### src/design/cff_pkg.sv
`timescale 1ns / 1ps

package cff_pkg;

   // Fixed field widths of the item, result and register words.
   localparam int SIZE_W    = 10;
   localparam int COUNT_W   = 10;
   localparam int CLASSES_W = 5;

   // Packing modes.
   localparam logic [1:0] MODE_HARMONIC = 2'd0;
   localparam logic [1:0] MODE_VARIABLE = 2'd1;
   localparam logic [1:0] MODE_BINARY   = 2'd2;

   // Result status codes.
   localparam logic [1:0] STATUS_PLACED   = 2'd0;
   localparam logic [1:0] STATUS_REJECTED = 2'd1;
   localparam logic [1:0] STATUS_FULL     = 2'd2;

   // Register indexes.
   localparam logic [1:0] CSR_PACK_MODE    = 2'd0;
   localparam logic [1:0] CSR_NUM_CLASSES  = 2'd1;
   localparam logic [1:0] CSR_BIN_CAPACITY = 2'd2;

   // One bin as held in the bin memory.
   typedef struct packed {
      logic [SIZE_W-1:0]  fill;
      logic [COUNT_W-1:0] count;
   } bin_entry_type;

   typedef enum logic [3:0] {
      ST_CLEAR = 4'b0001,
      ST_IDLE  = 4'b0010,
      ST_SEL   = 4'b0100,
      ST_SCAN  = 4'b1000
   } state_type;

endpackage

### src/design/cff_class_sel.sv
`timescale 1ns / 1ps

// Walks the size classes from the smallest limit upwards, one class a cycle
// while advance is high, and stops at the first class whose limit admits the item or at the last class.
module cff_class_sel #(
   parameter int CW = 3
) (
   input  logic                          clock,
   input  logic                          reset,
   input  logic                          load,
   input  logic                          advance,
   input  logic [cff_pkg::SIZE_W-1:0]    item_size,
   input  logic                          binary_mode,
   input  logic [cff_pkg::CLASSES_W-1:0] classes,
   input  logic [cff_pkg::SIZE_W-1:0]    capacity,
   output logic                          done,
   output logic [CW-1:0]                 class_id
);

   logic [CW-1:0] cls_ff;
   logic [CW-1:0] cls_in;
   logic [cff_pkg::CLASSES_W-1:0] cls_wide;
   logic [3:0]  steps;
   logic [14:0] scaled_mul;
   logic [24:0] scaled_shift;
   logic [24:0] scaled;
   logic        admits;
   logic        last_class;

   always_comb begin
      cls_wide     = cff_pkg::CLASSES_W'(cls_ff);
      steps        = 4'(classes - cls_wide - cff_pkg::CLASSES_W'(1));
      scaled_mul   = 15'(item_size) * 15'({1'b0, steps} + 5'd1);
      scaled_shift = 25'(item_size) << steps;
      scaled       = binary_mode ? scaled_shift : 25'(scaled_mul);
      admits       = scaled <= 25'(capacity);
      last_class   = (cls_wide + cff_pkg::CLASSES_W'(1)) >= classes;
      done         = admits || last_class;
      cls_in       = cls_ff;
      if (load) begin
         cls_in = '0;
      end else if (advance && !done) begin
         cls_in = cls_ff + CW'(1);
      end
   end

   always_ff @(posedge clock) begin
      if (reset) begin
         cls_ff <= '0;
      end else begin
         cls_ff <= cls_in;
      end
   end

   assign class_id = cls_ff;

endmodule

### config.mk
export PLATFORM = sky130hd
export DESIGN_NAME = cff_class_sel
export DESIGN_NICKNAME = d
export VERILOG_FILES = /design/src/design/cff_pkg.sv /design/src/design/cff_class_sel.sv
export SDC_FILE = /design/constraint.sdc
export NUM_CORES = 1
export LEC_CHECK = 0
export BUFFER_PORTS_ARGS = -buffer_cell sky130_fd_sc_hd__buf_4
export CAP_MARGIN = 20
export CORE_UTILIZATION = 52
export CTS_BUF_LIST = sky130_fd_sc_hd__clkbuf_2
export DETAILED_ROUTE_END_ITERATION = 12
export PLACE_DENSITY_LB_ADDON = 0.1
export SKIP_LAST_GASP = 1
export SLEW_MARGIN = 10
export SYNTH_ARGS = -nofsm -noshare
export SYNTH_HDL_FRONTEND = slang
export SYNTH_SLANG_ARGS = --single-unit
### constraint.sdc
create_clock -name clock -period 11.5 [get_ports clock]
set_clock_uncertainty 0.05 [all_clocks]
set_input_delay 2.3 -clock clock [delete_from_list [all_inputs] [get_ports clock]]
set_output_delay 2.3 -clock clock [all_outputs]
set_load 0.01 [all_outputs]
==> impl_metrics.py <==
metrics = {
    "logic_synthesis": {
        "synth_xor_area_share_pct": 3.33,
        "synth_compound_area_share_pct": 21.9,
        "synth_nets": 473,
        "synth_area_per_cell_um2": 7.59,
        "synthArstFlopShare_pct": 0,
        "yosysWarnings": 0,
        "yosys.area.top_type": "ha_1",
        "synth_area_um2": 2850,
        "syn_inst": 376,
        "netlist_top_cells_area": "ha_1 18%, fa_1 18%, and2_1 6.6%",
        "synth_flop_cell": "dfxtp_1",
        "synth-seq-cells": 3,
        "synthMuxAreaShare_pct": 4.43,
        "synth_cell_types": 52,
        "yosys.area_share.adder_pct": 36.0,
        "synth_top_family_by_area": "adder cells",
        "synth-seq-area-share_pct": 2.11,
        "yosys.area.top_type_share_pct": 18.4,
        "synth-edff-count": 0,
        "synth-simple-area-share_pct": 23.1,
    },
    "critical_path": {
        "worstPathArrival_ps": 8640,
        "cp-end-kind": "output port",
        "critPathMaxStageDelay_ps": 550,
        "crit_fanout": 10,
        "critPathBufInv": 6,
        "cp_data_required_time_ps": 9150,
        "critical_path.most_common_cell": "fa_1",
        "r2r_start": "class_id[0]",
        "slowest_stage": "fa_1",
        "critPathKind": "primary input to output port",
        "startpoint": "classes[0]",
        "critPathTopFamily": "adder cells",
        "startpoint_type": "primary input",
    },
    "routing": {
        "via_per_inst": 5.69,
        "wl_per_cell_um": 14.6,
        "drt_iter0_drc": 143,
        "dr.pass1.iters": 4,
        "num_vias": 2707,
        "antenna_left": 0,
        "drc": 0,
        "routed_wl_um": 6960,
    },
    "global_routing": {
        "grt_use_total_pct": 24.9,
        "antenna_found_initial": 0,
        "grt_pass1_vias": 2741,
        "grt_max_degree": 29,
        "overflow": 0,
        "grt_pass1_wl_um": 12200,
    },
    "sta": {
        "fin_crit_sh_pct": 95.6,
        "tightest_slew_ps": 467,
        "min_period_ps": 10990,
        "fmax_ghz": 0.0910,
        "tns_ps": 0,
        "hold_viol_final": 0,
        "slew_headroom_pct": 68.7,
        "setup_viol": 0,
        "slew_violations": 0,
        "rsz0062_at_grt": "no",
    },
    "cts": {
        "clockRootBuffer": "clkbuf_2",
        "cts.repair.resized": 0,
        "h-tree-depth": 1,
        "tritoncts": "built",
        "clkSinkCount": 3,
        "clkLatencyLatePin_ps": 180,
        "post_cts_buffers": 0,
        "cts_buffer_depth": 2,
        "cts-hold-fix-buffers": 0,
        "cts_buffers": 3,
        "cts.reportedPaths.clkPinSlew_ps": 40,
    },
    "finish": {
        "stdcell_count": 476,
        "final_cell_mix": "50 x inv_1, 43 x buf_4, 42 x ha_1",
        "diodes": 0,
        "layout-drive-gt1-share_pct": 13.5,
        "syn_to_final_growth_pct": 12.5,
        "largest_register_ffs": 3,
        "final_common_cell": "inv_1",
        "nNetsFinal": 504,
    },
    "floorplanning": {
        "ios": 34,
        "die-area_um2": 5790,
        "die_w_um": 76.1,
        "fp-row-count": 26,
        "start_util_pct": 54.8,
        "die_y_um": 76.1,
        "core_um2": 5200,
    },
    "outcome": {
        "outcome": "finished, final reports clean",
    },
    "placed_design": {
        "dp_cells": 472,
        "place_congestion": 0.838,
        "dp_hpwl_um": 5760,
        "portBuffers": 33,
    },
    "worst_hold_path": {
        "hp-class": "register to register",
        "hp-start": "class_id[2]",
    },
    "power_and_ir_drop": {
        "p_per_area_nw_per_um2": 175,
        "peakVddDrop_v": 0.000112,
        "p_leak_nw": 1.62,
    },
    "job": {
        "max-cap-violations": 0,
    },
}
-- power breakdown --
part	switching, mW	internal (mW)	leakage [nW]
Sequential	0.000674	0.0110	0.0243
Combinational	0.304	0.231	1.58
Clock	0.00465	0.00920	0.0166
-- Yosys cell counts (4+ instances only) --
library cell	number
a211oi_1	7
a21o_1	9
a21oi_1	18
a31oi_1	5
and2_1	30
clkbuf_1	13
fa_1	25
ha_1	42
inv_1	50
mux2i_1	7
nand2_1	31
nand2b_1	10
nand3_1	12
nor2_1	17
nor2b_1	6
nor3_1	9
o211ai_1	6
o21a_1	4
o21ai_0	19
xnor2_1	5
xor2_1	4
-- through the flow --
stage	hold WS (ps)	cell area, um2	power [mW]	utilization [%]	setup slack (ps)
final	604	3210	0.560	61.7	509
after global routing	670	3210	0.635	61.7	51.2
after CTS	615	3210	0.561	61.7	531
after detailed placement	612	3190	0.543	61.3	541
after global placement	600	3190	0.531	61.3	725
after floorplan	584	2850	0.410	-	584
-- per-layer routing --
layer | track usage (%) | part of all wire [%] | vias up | wire length [um]
met5 | 0 | 0 | - | 0
met4 | 3.08 | 0.33 | 0 | 23
met3 | 2.04 | 3.0 | 2 | 206
met2 | 45.5 | 51 | 44 | 3520
met1 | 32.8 | 46 | 1301 | 3210
li1 | - | - | 1360 | -
-- worst reg2reg max path, delay by kind of cell (launching register included) --
family / cells / cell delay [ps]
fa+ha+maj: 8 / 3160
compound gates: 8 / 1770
simple gates: 6 / 810
flops: 1 / 330
buf+inv: 6 / 540
xor+xnor: 1 / 180
-- area by class of cell --
type,count,area (um2)
sequential,3,60.1
tap,70,87.6
inverter,50,188
multi-input combinational,306,2530
clock buffer,4,20.0
timing repair buffer,43,323
fill,487,2000
-- kinds of logic after synthesis --
logic type,count (synthesis)
compound gates,91
simple gates,127
fa+ha+maj,67
xor+xnor,10
mux,11
flops,3
buf+inv,67
-- path summary, 6_finish.rpt --
path / to / slack [ps] / cells past startpoint
min reg2reg: class_id[2] / 600 / 3
max: done / 510 / 28
max reg2reg: class_id[0] / 4540 / 29
min: class_id[2] / 600 / 3
No activity file was read; power rests on OpenSTA's default activity.
